--- config.mk ---
export PLATFORM = sky130hd
export DESIGN_NAME = sorted_timer_list_manager_unit
export DESIGN_NICKNAME = d
export VERILOG_FILES = /design/src/design/stlm_pkg.sv /design/src/design/stlm_fifo.sv /design/src/design/stlm_engine.sv /design/src/design/sorted_timer_list_manager_unit.sv
export SDC_FILE = /design/constraint.sdc
export NUM_CORES = 2
export LEC_CHECK = 0
export BUFFER_PORTS_ARGS = -buffer_cell sky130_fd_sc_hd__buf_2
export CORE_MARGIN = 10
export CORE_UTILIZATION = 69
export CTS_CLUSTER_SIZE = 40
export DETAILED_ROUTE_END_ITERATION = 12
export GPL_ROUTABILITY_DRIVEN = 0
export GPL_TIMING_DRIVEN = 1
export PLACE_DENSITY_LB_ADDON = 0.12
export SYNTH_ARGS = -nofsm -noshare
export SYNTH_HDL_FRONTEND = slang
export SYNTH_SLANG_ARGS = --single-unit
--- constraint.sdc ---
create_clock -name clk -period 16.96 [get_ports clk]
set_input_delay 0.848 -clock clk [delete_from_list [all_inputs] [get_ports clk]]
set_output_delay 0.848 -clock clk [all_outputs]
set_load 0.01 [all_outputs]
--- src/design/stlm_pkg.sv ---
// stlm_pkg: shared types and constants for the sorted timer list manager
// no dependencies
package stlm_pkg;

  localparam int DefNumSlots = 32;

  typedef enum logic [1:0] {
    CMD_TICK  = 2'd0,
    CMD_ALLOC = 2'd1,
    CMD_FREE  = 2'd2,
    CMD_ARM   = 2'd3
  } cmd_t;

  typedef enum logic [1:0] {
    KIND_REPLY  = 2'd0,
    KIND_EXPIRY = 2'd1,
    KIND_TASK   = 2'd2
  } kind_t;

  localparam logic [1:0] ST_FREE  = 2'd0;
  localparam logic [1:0] ST_ALLOC = 2'd1;
  localparam logic [1:0] ST_RUN   = 2'd2;

  localparam logic CFG_ENABLE = 1'b0;
  localparam logic CFG_SLOT   = 1'b1;

  // queued command between front and back
  typedef struct packed {
    cmd_t        command;
    logic [4:0]  slot;
    logic [31:0] delay_ticks;
    logic [3:0]  destination;
    logic [7:0]  payload;
  } item_t;

  typedef struct packed {
    kind_t       kind;
    logic [4:0]  slot_out;
    logic        ok;
    logic [3:0]  dest_out;
    logic [7:0]  payload_out;
    logic        last;
  } result_t;

  typedef enum logic [3:0] {
    S_IDLE,
    S_DISPATCH,
    S_TICK_HEAD,
    S_TASK_EMIT,
    S_UNLINK,
    S_INS_START,
    S_INS_WALK,
    S_REPLY
  } bstate_t;

endpackage

--- src/design/stlm_fifo.sv ---
// stlm_fifo: two-entry command queue between front and back end
// depends on stlm_pkg
module stlm_fifo
  import stlm_pkg::*;
(
  input  logic  clk,
  input  logic  rst,
  input  logic  in_valid,
  output logic  in_ready,
  input  item_t in_item,
  output logic  out_valid,
  input  logic  out_ready,
  output item_t out_item
);

  item_t      mem [2];
  logic       wptr, rptr;
  logic [1:0] count;

  assign in_ready  = (count != 2'd2);
  assign out_valid = (count != 2'd0);
  assign out_item  = mem[rptr];

  always_ff @(posedge clk) begin
    if (in_valid && in_ready) mem[wptr] <= in_item;
    if (rst) begin
      wptr  <= 1'b0;
      rptr  <= 1'b0;
      count <= 2'd0;
    end else begin
      if (in_valid && in_ready) wptr <= ~wptr;
      if (out_valid && out_ready) rptr <= ~rptr;
      count <= count + 2'(in_valid && in_ready) - 2'(out_valid && out_ready);
    end
  end

endmodule

--- src/design/stlm_engine.sv ---
// stlm_engine: back end that walks the sorted list and issues results
// depends on stlm_pkg
module stlm_engine
  import stlm_pkg::*;
#(
  parameter int NUM_SLOTS = DefNumSlots
) (
  input  logic    clk,
  input  logic    rst,
  input  logic    in_valid,
  output logic    in_ready,
  input  item_t   in_item,
  input  logic    task_en,
  input  logic [4:0] task_slot,
  output logic    res_valid,
  input  logic    res_ready,
  output result_t res,
  output logic    busy
);

  localparam int IW = $clog2(NUM_SLOTS);
  localparam int LW = IW + 1;
  localparam logic [LW-1:0] NIL = LW'(NUM_SLOTS);

  // per-slot store
  logic [31:0]   deadline [NUM_SLOTS];
  logic [3:0]    dst      [NUM_SLOTS];
  logic [7:0]    pay      [NUM_SLOTS];
  logic [LW-1:0] link     [NUM_SLOTS];
  logic [1:0]    status   [NUM_SLOTS];

  bstate_t       state, state_next;
  item_t         cur;
  logic [31:0]   now;
  logic [LW-1:0] head;
  logic [LW-1:0] p;
  logic [IW-1:0] tgt;
  logic [31:0]   tdl;
  logic [LW-1:0] guard;
  logic          ts_pend;
  logic          is_arm;
  logic          emitted;
  logic          reply_ok;
  logic [4:0]    reply_slot;

  logic [IW-1:0] hi, pi, li;
  logic [LW-1:0] q;
  logic          slot_in_range;
  logic [IW-1:0] cur_i;
  logic [IW-1:0] ts_i;
  logic [IW-1:0] free_i;
  logic          free_found;
  logic          slot_ok;
  logic          head_due;
  logic          hit_task;
  logic          ins_head;
  logic          ins_here;
  logic          unl_done;

  assign hi = head[IW-1:0];
  assign pi = p[IW-1:0];
  assign q  = link[pi];
  assign li = q[IW-1:0];
  assign slot_in_range = ({27'd0, cur.slot} < 32'(NUM_SLOTS));
  assign cur_i = IW'(cur.slot);
  assign ts_i  = IW'(task_slot);
  assign slot_ok  = slot_in_range && (status[cur_i] != ST_FREE);
  assign head_due = (guard != NIL) && (head != NIL) && (deadline[hi] <= now);
  assign hit_task = task_en && (32'(hi) == {27'd0, task_slot});
  assign ins_head = (head == NIL) || (tdl <= deadline[hi]);
  assign ins_here = (q == NIL) || (tdl <= deadline[li]);
  assign unl_done = (head == LW'(tgt)) || (p == NIL) || (q == LW'(tgt));

  always_comb begin
    free_i = '0;
    free_found = 1'b0;
    for (int i = NUM_SLOTS - 1; i >= 0; i--) begin
      if (status[i] == ST_FREE) begin
        free_i = IW'(i);
        free_found = 1'b1;
      end
    end
  end

  // a waiting result does not hold off the next command
  assign in_ready = (state == S_IDLE);
  assign busy     = (state != S_IDLE) || res_valid;

  always_comb begin
    state_next = state;
    unique case (state)
      S_IDLE:      if (in_valid) state_next = S_DISPATCH;
      S_DISPATCH: begin
        unique case (cur.command)
          CMD_TICK:  state_next = S_TICK_HEAD;
          CMD_ALLOC: state_next = S_REPLY;
          default: begin
            if (!slot_ok) state_next = S_REPLY;
            else if (status[cur_i] == ST_RUN) state_next = S_UNLINK;
            else if (cur.command == CMD_ARM) state_next = S_INS_START;
            else state_next = S_REPLY;
          end
        endcase
      end
      S_TICK_HEAD: begin
        if (!res_valid && !head_due) state_next = ts_pend ? S_INS_START : S_IDLE;
      end
      S_UNLINK:    if (unl_done) state_next = is_arm ? S_INS_START : S_REPLY;
      S_INS_START: begin
        if (ins_head) state_next = ts_pend ? S_TASK_EMIT : S_REPLY;
        else state_next = S_INS_WALK;
      end
      S_INS_WALK:  if (ins_here) state_next = ts_pend ? S_TASK_EMIT : S_REPLY;
      S_TASK_EMIT: if (!res_valid && !emitted) state_next = S_IDLE;
      S_REPLY:     if (!res_valid) state_next = S_IDLE;
      default:     state_next = S_IDLE;
    endcase
  end

  always_ff @(posedge clk) begin
    if (rst) begin
      state     <= S_IDLE;
      now       <= '0;
      head      <= NIL;
      res_valid <= 1'b0;
      for (int i = 0; i < NUM_SLOTS; i++) status[i] <= ST_FREE;
      ts_pend   <= 1'b0;
      emitted   <= 1'b0;
    end else begin
      state <= state_next;
      if (res_valid && res_ready) res_valid <= 1'b0;
      unique case (state)
        S_IDLE: begin
          if (in_valid) cur <= in_item;
        end
        S_DISPATCH: begin
          ts_pend <= 1'b0;
          emitted <= 1'b0;
          guard   <= '0;
          unique case (cur.command)
            CMD_TICK: begin
              now <= now + 32'd1;
            end
            CMD_ALLOC: begin
              reply_ok   <= free_found;
              reply_slot <= free_found ? 5'(free_i) : 5'd0;
              if (free_found) status[free_i] <= ST_ALLOC;
            end
            default: begin
              is_arm     <= (cur.command == CMD_ARM);
              reply_slot <= cur.slot;
              reply_ok   <= slot_ok;
              tgt        <= cur_i;
              p          <= head;
              if (slot_ok && status[cur_i] == ST_ALLOC && cur.command == CMD_FREE)
                status[cur_i] <= ST_FREE;
              if (slot_ok && cur.command == CMD_ARM) begin
                dst[cur_i]      <= cur.destination;
                pay[cur_i]      <= cur.payload;
                deadline[cur_i] <= now + cur.delay_ticks;
                tdl             <= now + cur.delay_ticks;
              end
            end
          endcase
        end
        S_TICK_HEAD: begin
          // one expiry is held back in res so the final one can carry last
          if (!res_valid) begin
            if (head_due) begin
              if (hit_task) begin
                status[hi] <= ST_ALLOC;
                head    <= link[hi];
                guard   <= guard + LW'(1);
                ts_pend <= 1'b1;
              end else if (emitted) begin
                res_valid <= 1'b1;
                emitted   <= 1'b0;
              end else begin
                status[hi] <= ST_ALLOC;
                head    <= link[hi];
                guard   <= guard + LW'(1);
                res     <= '{KIND_EXPIRY, 5'(hi), 1'b1, dst[hi], pay[hi], 1'b0};
                emitted <= 1'b1;
              end
            end else if (ts_pend) begin
              tgt <= ts_i;
              deadline[ts_i] <= now + 32'd1;
              tdl <= now + 32'd1;
              status[ts_i] <= ST_RUN;
              is_arm <= 1'b0;
            end else if (emitted) begin
              res.last  <= 1'b1;
              res_valid <= 1'b1;
              emitted   <= 1'b0;
            end
          end
        end
        S_UNLINK: begin
          if (head == LW'(tgt)) head <= link[tgt];
          else if (p != NIL && q == LW'(tgt)) link[pi] <= link[tgt];
          else if (p != NIL) p <= q;
          if (unl_done && !is_arm) status[tgt] <= ST_FREE;
        end
        S_INS_START: begin
          if (is_arm) status[tgt] <= ST_RUN;
          if (ins_head) begin
            link[tgt] <= head;
            head <= LW'(tgt);
          end else p <= head;
        end
        S_INS_WALK: begin
          if (ins_here) begin
            link[pi]  <= LW'(tgt);
            link[tgt] <= q;
          end else p <= q;
        end
        S_TASK_EMIT: begin
          if (!res_valid) begin
            if (emitted) begin
              res_valid <= 1'b1;
              emitted   <= 1'b0;
            end else begin
              res <= '{KIND_TASK, task_slot, 1'b1, 4'd0, 8'd0, 1'b1};
              res_valid <= 1'b1;
            end
          end
        end
        S_REPLY: begin
          if (!res_valid) begin
            res <= '{KIND_REPLY, reply_slot, reply_ok, 4'd0, 8'd0, 1'b1};
            res_valid <= 1'b1;
          end
        end
        default: ;
      endcase
    end
  end

endmodule

--- src/design/sorted_timer_list_manager_unit.sv ---
// sorted_timer_list_manager_unit: top level of the sorted timer list manager
// depends on stlm_pkg, stlm_fifo and stlm_engine
//
// keeps a 32-bit tick count and a pool of timer slots linked in a list sorted
// by deadline. commands enter a two-entry queue and are carried out one at a
// time by a sequencer that walks the list one link per cycle: a tick removes
// each expired timer from the head and walks the list to re-insert the task
// timer when it fires; allocate claims a free slot; free and arm unlink a
// running timer, and arm then inserts it by its new deadline. the sequencer
// takes the next command while the last result of the previous one still
// waits. each transaction on the result channel carries one result; last
// marks the final one of a command.
module sorted_timer_list_manager_unit
  import stlm_pkg::*;
#(
  parameter int NUM_SLOTS = DefNumSlots
) (
  input  logic        clk,
  input  logic        rst,
  input  logic        in_valid,
  output logic        in_ready,
  input  logic [1:0]  command,
  input  logic [4:0]  slot,
  input  logic [31:0] delay_ticks,
  input  logic [3:0]  destination,
  input  logic [7:0]  payload,
  output logic        out_valid,
  input  logic        out_ready,
  output logic [1:0]  kind,
  output logic [4:0]  slot_out,
  output logic        ok,
  output logic [3:0]  dest_out,
  output logic [7:0]  payload_out,
  output logic        last,
  input  logic        cfg_valid,
  output logic        cfg_ready,
  input  logic        cfg_index,
  input  logic [31:0] cfg_data
);

  logic       task_en;
  logic [4:0] task_slot;
  item_t      in_item, q_item;
  logic       q_valid, q_ready;
  result_t    res;
  logic       busy;

  // configuration is always accepted
  assign cfg_ready = 1'b1;
  always_ff @(posedge clk) begin
    if (rst) begin
      task_en   <= 1'b0;
      task_slot <= 5'd0;
    end else if (cfg_valid) begin
      unique case (cfg_index)
        CFG_ENABLE: task_en   <= cfg_data[0];
        CFG_SLOT:   task_slot <= cfg_data[4:0];
        default:    ;
      endcase
    end
  end

  assign in_item = '{cmd_t'(command), slot, delay_ticks, destination, payload};

  // front end: command queue
  stlm_fifo u_fifo (
    .clk, .rst,
    .in_valid (in_valid), .in_ready (in_ready), .in_item (in_item),
    .out_valid (q_valid), .out_ready (q_ready), .out_item (q_item)
  );

  // back end: list sequencer
  stlm_engine #(.NUM_SLOTS(NUM_SLOTS)) u_engine (
    .clk, .rst,
    .in_valid (q_valid), .in_ready (q_ready), .in_item (q_item),
    .task_en, .task_slot,
    .res_valid (out_valid), .res_ready (out_ready), .res (res), .busy (busy)
  );

  assign kind        = res.kind;
  assign slot_out    = res.slot_out;
  assign ok          = res.ok;
  assign dest_out    = res.dest_out;
  assign payload_out = res.payload_out;
  assign last        = res.last;

  // a result is only presented while the engine counts as busy
  a_busy: assert property (@(posedge clk) disable iff (rst) out_valid |-> busy)
    else $error("result without busy engine");
  // after a queue pop the engine is busy with the new command
  a_pop: assert property (@(posedge clk) disable iff (rst)
    (q_valid && q_ready) |=> busy)
    else $error("engine not busy after taking a command");

endmodule
Word level (Yosys, flattened, before mapping) --
Memories as Yosys holds them, arrays and structs flattened. A register that Yosys moved wholly into a read port is not among the register bits. Cells that the tools add are included.
Storage, ports and cells: word-level logic and storage cells 420, register bits 132, memories 6, memory bits (writable) 1766, output and inout bits 24, bits of input ports 89
Memory list:
- u_engine.deadline | words 32, bits a word 32, read ports 2, clocked after memory_dff 1, wr ports 1, line stlm_engine.sv:26 | logic [31:0] deadline [NUM_SLOTS];
- u_engine.pay | words 32, bits a word 8, read ports 1, clocked after memory_dff 1, wr ports 1, line stlm_engine.sv:28 | logic [7:0] pay [NUM_SLOTS];
- u_engine.link | words 32, bits a word 6, read ports 3, clocked after memory_dff 3, wr ports 2, line stlm_engine.sv:29 | logic [LW-1:0] link [NUM_SLOTS];
- u_engine.dst | words 32, bits a word 4, read ports 1, clocked after memory_dff 1, wr ports 1, line stlm_engine.sv:27 | logic [3:0] dst [NUM_SLOTS];
- u_fifo.mem | words 2, bits a word 51, read ports 1, clocked after memory_dff 1, wr ports 1, line stlm_fifo.sv:16 | item_t mem [2];
- u_engine.status | words 32, bits a word 2, read ports 33, clocked after memory_dff 0, wr ports 32, line stlm_engine.sv:30 | logic [1:0] status [NUM_SLOTS];
Operators by class: reduce and logical (&&, ||, !) cells 85, add/sub/neg operators 5, muxes and demuxes 237, bitwise gates (word level) 9, $lt $le $gt $ge 3, eq/ne operators 51
Operators with widths (number):
- two-way mux 5 bit | 53
- two-way mux 32 bit | 6
- two-way mux 21 bit | 6
- two-way mux 1 bit | 119
- two-way mux 6 bit | 18
- less-or-equal comparator 32 bit | 3
- logical NOT 2 bit | 33
- one-hot mux 32 bit (2 select lines) | 1
- one-hot mux 21 bit (3 select lines) | 1
- two-way mux 4 bit | 9
- adder 32 x 1 -> 32 bit (second input constant) | 1
- adder 32 bit | 1
- one-hot mux 4 bit (8 select lines) | 1
- OR reduction 32 bit | 1
- != test 2 bit (second input constant) | 13
- != test 2 x 1 -> 1 bit (second input constant) | 12
- one-hot mux 6 bit (4 select lines) | 1
- two-way mux 20 bit | 1
- one-hot mux 5 bit (2 select lines) | 2
- equality test 6 bit (second input constant) | 3
- two-way mux 2 bit | 9
- != test 6 bit (second input constant) | 3
- one-hot mux 6 bit (3 select lines) | 1
- AND reduction 6 bit | 3
- other kinds (35) | 89

Longest topological paths before layout --
An unclocked memory read counts as a cell.
word-level depth 45, depth in mapped cells 31, depth with buffers taken out 22

Hierarchy --
A second synthesis with hierarchy kept.
Second synthesis, totals: cell total of the unflattened synthesis 6715, area total of the unflattened synthesis 97653.7 µm²
By module, submodules not included:
- stlm_engine | area each 93194.4 µm², cells an instance 6503, times used 1
- stlm_fifo | area each 4174.0 µm², cells an instance 183, times used 1
- sorted_timer_list_manager_unit | area each 285.3 µm², cells an instance 29, times used 1

Worst setup path before layout --
Ideal clock, no wire load.
kind flip-flop to flip-flop, start point reg (tool-made name), end point mem u_engine.deadline[12][0] (enable), setup time 0.421 ns, path slack 9.623 ns, data required time 16.539 ns, arrival 6.916 ns, stages on the path, launching flop included 22, cells stage by stage dfxtp_1 > clkbuf_1 > buf_1 > clkbuf_1 > buf_1 > mux4_2 > mux4_2 > mux2i_1 > inv_1 > ha_1 > nand4_1 > nor4_1 > nor2_1 > a21bo_2 > o211ai_1 > and2_0 > clkbuf_1 > nor2_1 > clkbuf_1 > buf_1 > a31oi_1 > nor2_1
RTL lines (line):
- end: declaration | stlm_engine.sv:26

==> flow_summary.json <==
{
  "status": "finished clean",
  "synth.area.mux_share": 0.202,
  "synth.avg_cell_area_um2": 15.1,
  "core_um2": 139000,
  "wl_um": 279000,
  "cts_hold_buf": 0,
  "yosysTopAreaCellShare": 0.588,
  "worst_pin_slew_ns": 1.31,
  "powerDensity_nw_per_um2": 171,
  "fin_util": 0.758,
  "slew_violations": 0,
  "grt_pass1_vias": 62172,
  "cts-resized-gates": 0,
  "synth_edf_count": 1894,
  "post-place-ws_ns": 6.87,
  "ir_drop_v": 0.000364,
  "cts_num_sinks": 1963,
  "syn2layout_area_growth_pct": 9.23,
  "grt_start_max_net_pins": 171,
  "cp_slowest_cell": "mux2_2",
  "grt_pass1_wl_um": 409000,
  "ios": 113,
  "drtIter0Drc": 9685,
  "max-slew-margin-rel": 0.127,
  "required_ns": 17.54,
  "hpwl_um": 160000,
  "drive_above_1_share": 0.239,
  "row_count": 137,
  "portBuffers": 84,
  "grt_usage": 0.355,
  "vias_per_cell": 7.55,
  "clkTransAtPathRegs_ns": 0.06,
  "crit_path_start_kind": "register",
  "synth_compound_area_frac": 0.0754,
  "crit_path_max_incr_delay_ns": 0.74,
  "cts_tree": "done",
  "path_cells": "buf_4 -> mux4_2 -> mux4_2 -> mux2i_4 -> buf_12 -> buf_12 -> and2_1 -> a211oi_1 -> a311oi_1 -> a211oi_1 -> o21ai_0 -> mux2i_1 -> ha_1 -> nand4_1 -> nor2_1 -> nand2_1 -> nor3_1 -> o221ai_1 -> o211ai_1 -> and3_4 -> or3_1 -> mux2_2 -> mux2_2",
  "antenna_found_initial": 8,
  "wire_per_inst_um": 33.5,
  "nets": 6530,
  "yosysWarnings": 0,
  "clockBufferDepth": 3,
  "period_share": 0.617,
  "die_x_um": 394,
  "netlist.top_cell.by_area": "edfxtp_1",
  "hold_viol_final": 0,
  "synth_commonest_cells": "1894 x edfxtp_1, 672 x mux4_2, 607 x nand2_1",
  "fin_ws_ns": 6.50,
  "cts-root-buf": "clkbuf_16",
  "worstSkewPairLatency_ns": 0.86,
  "critPathKind": "reg -> reg",
  "cts_setup_buffers": 0,
  "fin_crit_ns": 10.46,
  "final.setup.tns_ns": 0,
  "cts_max_level": 4,
  "async_reset_ff_frac": 0,
  "grt_setup_unrepaired": "no",
  "ant_nets": 0,
  "cap_viol_max_count": 0,
  "drc_errors": 0,
  "via_count": 63012,
  "setup_viol": 0,
  "yosysMostFrequentCell": "edfxtp_1",
  "start_util": 0.694,
  "synthFlopType": "edfxtp_1",
  "syn-cell-area_um2": 96700,
  "synth_cells": 6416,
  "synth_simple_gate_area_share": 0.0696,
  "arrival_ns": 11.05,
  "timing.rr.end": "u_engine.link[4][1]",
  "synthXorXnorAreaFrac": 0.00870,
  "syn_nets": 6638,
  "ys_types": 88,
  "fin_hold_ws_ns": 0.168,
  "hold_class": "in -> reg",
  "leakagePower_nw": 33.3,
  "r2r_slack_ns": 6.50,
  "die_area_um2": 155000,
  "ys_ff_latch": 1963,
  "die_h_um": 394,
  "cts_buffers": 191,
  "fin_skew_ns": 0.0473,
  "crit_fanout": 170,
  "synth_area_leaders": "edfxtp_1 59%, mux4_2 16%, mux2_2 2.8%",
  "ys_seq_area_frac": 0.603,
  "synth-adder-area-share": 0.0173,
  "grt_overflow_total": 0,
  "synth_top_family_by_area": "multiplexers",
  "end_kind": "register",
  "endpoint": "u_engine.link[4][1]",
  "rr_worst_depth": 23,
  "drt_first_pass_iters": 7,
  "fmax_mhz": 95.6
}
==> final cells by class <==
| class | count | area [um^2] |
|---|---|---|
| Clock inverter | 117 | 1430 |
| Tap cell | 1876 | 2350 |
| Sequential cell | 1963 | 58300 |
| Fill cell | 7972 | 33800 |
| Antenna cell | 2 | 5.00 |
| Inverter | 100 | 375 |
| Clock buffer | 235 | 5050 |
| Multi-Input combinational cell | 3841 | 36600 |
| Timing Repair Buffer | 211 | 1490 |
==> flip-flops by register name, indices dropped and copies added, names as in the netlist, 2 cells and up, named ones only <==
name / count
u_engine.deadline: 1024
u_engine.pay: 256
u_engine.link: 192
u_engine.dst: 128
u_fifo.mem: 102
u_engine.status: 64
u_engine.cur: 46
u_engine.now: 32
u_engine.tdl: 32
u_engine.res: 21
u_engine.guard: 6
u_engine.head: 6
u_engine.p: 6
task_slot: 5
u_engine.cur_i: 5
u_engine.reply_slot: 5
u_engine.tgt: 5
u_engine.state: 3
u_fifo.count: 2
==> worst min path at each step <==
stage | start | endpoint | slack, ns | cells past startpoint
after floorplan | task_en | task_en | 0.45 | 2
after global placement | u_engine.now[27] | u_engine.now[27] | 0.50 | 2
after detailed placement | u_engine.now[25] | u_engine.now[25] | 0.51 | 2
after CTS | payload[2] | u_fifo.mem[1][2] | 0.11 | 1
after global routing | payload[2] | u_fifo.mem[1][2] | 0.15 | 1
final | payload[2] | u_fifo.mem[1][2] | 0.17 | 1
==> report_power, final <==
part	switching, mW	leakage (nW)	total [mW]	internal (mW)
Clock	1.91	3.16	4.40	2.49
Sequential	0.213	17.7	5.91	5.69
Combinational	4.98	12.4	7.74	2.76
Total	7.11	33.3	18.0	10.9
==> critical path: cells and delay by family, from the launching register on <==
family	cells	cell delay, ns
AOI/OAI and AO/OA	6	1.77
DFF	1	0.51
buffers and inverters	3	1.58
and+or+nand+nor	7	2.28
muxes	6	3.19
adders and majority gates	1	0.32
==> metal layers <==
metal / wire length, um / vias to the layer above / part of all wire / GRT usage
li1: - / 25413 / - / -
met1: 96500 / 31537 / 0.35 / 0.472
met2: 127000 / 5083 / 0.46 / 0.535
met3: 38100 / 971 / 0.14 / 0.100
met4: 17200 / 8 / 0.062 / 0.191
met5: 55 / - / 0.00020 / 0
==> cells by family (layout without fill, tap and decap cells) <==
| kind of cell | Yosys count | in the layout |
|---|---|---|
| fa+ha+maj | 133 | 133 |
| xor+xnor | 96 | 96 |
| compound gates | 1080 | 1080 |
| flops | 1963 | 1963 |
| buf+inv | 612 | 663 |
| other cells | 1 | 3 |
| simple gates | 1453 | 1453 |
| mux | 1078 | 1078 |
==> metrics by stage <==
step                total power, mW  area, um^2  instances
CTS                            17.9      106000       8343
floorplan                      11.2       96700       6416
global placement               13.2       99100       7991
finish                         18.0      106000       8345
detailed placement             13.4       99100       7991
global route                   18.7      106000       8343
==> placed cells by master, fill, tap and decap left out, types with 32 or more instances in the layout <==
| cell type | n |
|---|---|
| clkbuf_16 | 194 |
| nand2_1 | 607 |
| clkbuf_1 | 37 |
| xnor2_1 | 65 |
| and2_1 | 201 |
| clkinv_2 | 40 |
| a21oi_1 | 193 |
| a311oi_1 | 100 |
| clkinv_1 | 32 |
| mux2_2 | 240 |
| ha_1 | 132 |
| nor2_1 | 274 |
| a31oi_1 | 115 |
| nor3_1 | 42 |
| o21bai_1 | 35 |
| or3_1 | 46 |
| nand2b_1 | 35 |
| nand3_1 | 76 |
| inv_1 | 96 |
| mux2i_1 | 155 |
| edfxtp_1 | 1894 |
| a211oi_1 | 249 |
| o21ai_0 | 127 |
| mux4_2 | 672 |
| buf_4 | 119 |
| o22ai_1 | 58 |
| buf_2 | 83 |
| dfxtp_1 | 59 |
| nor2_4 | 34 |
(Power assumes the default switching activity.)
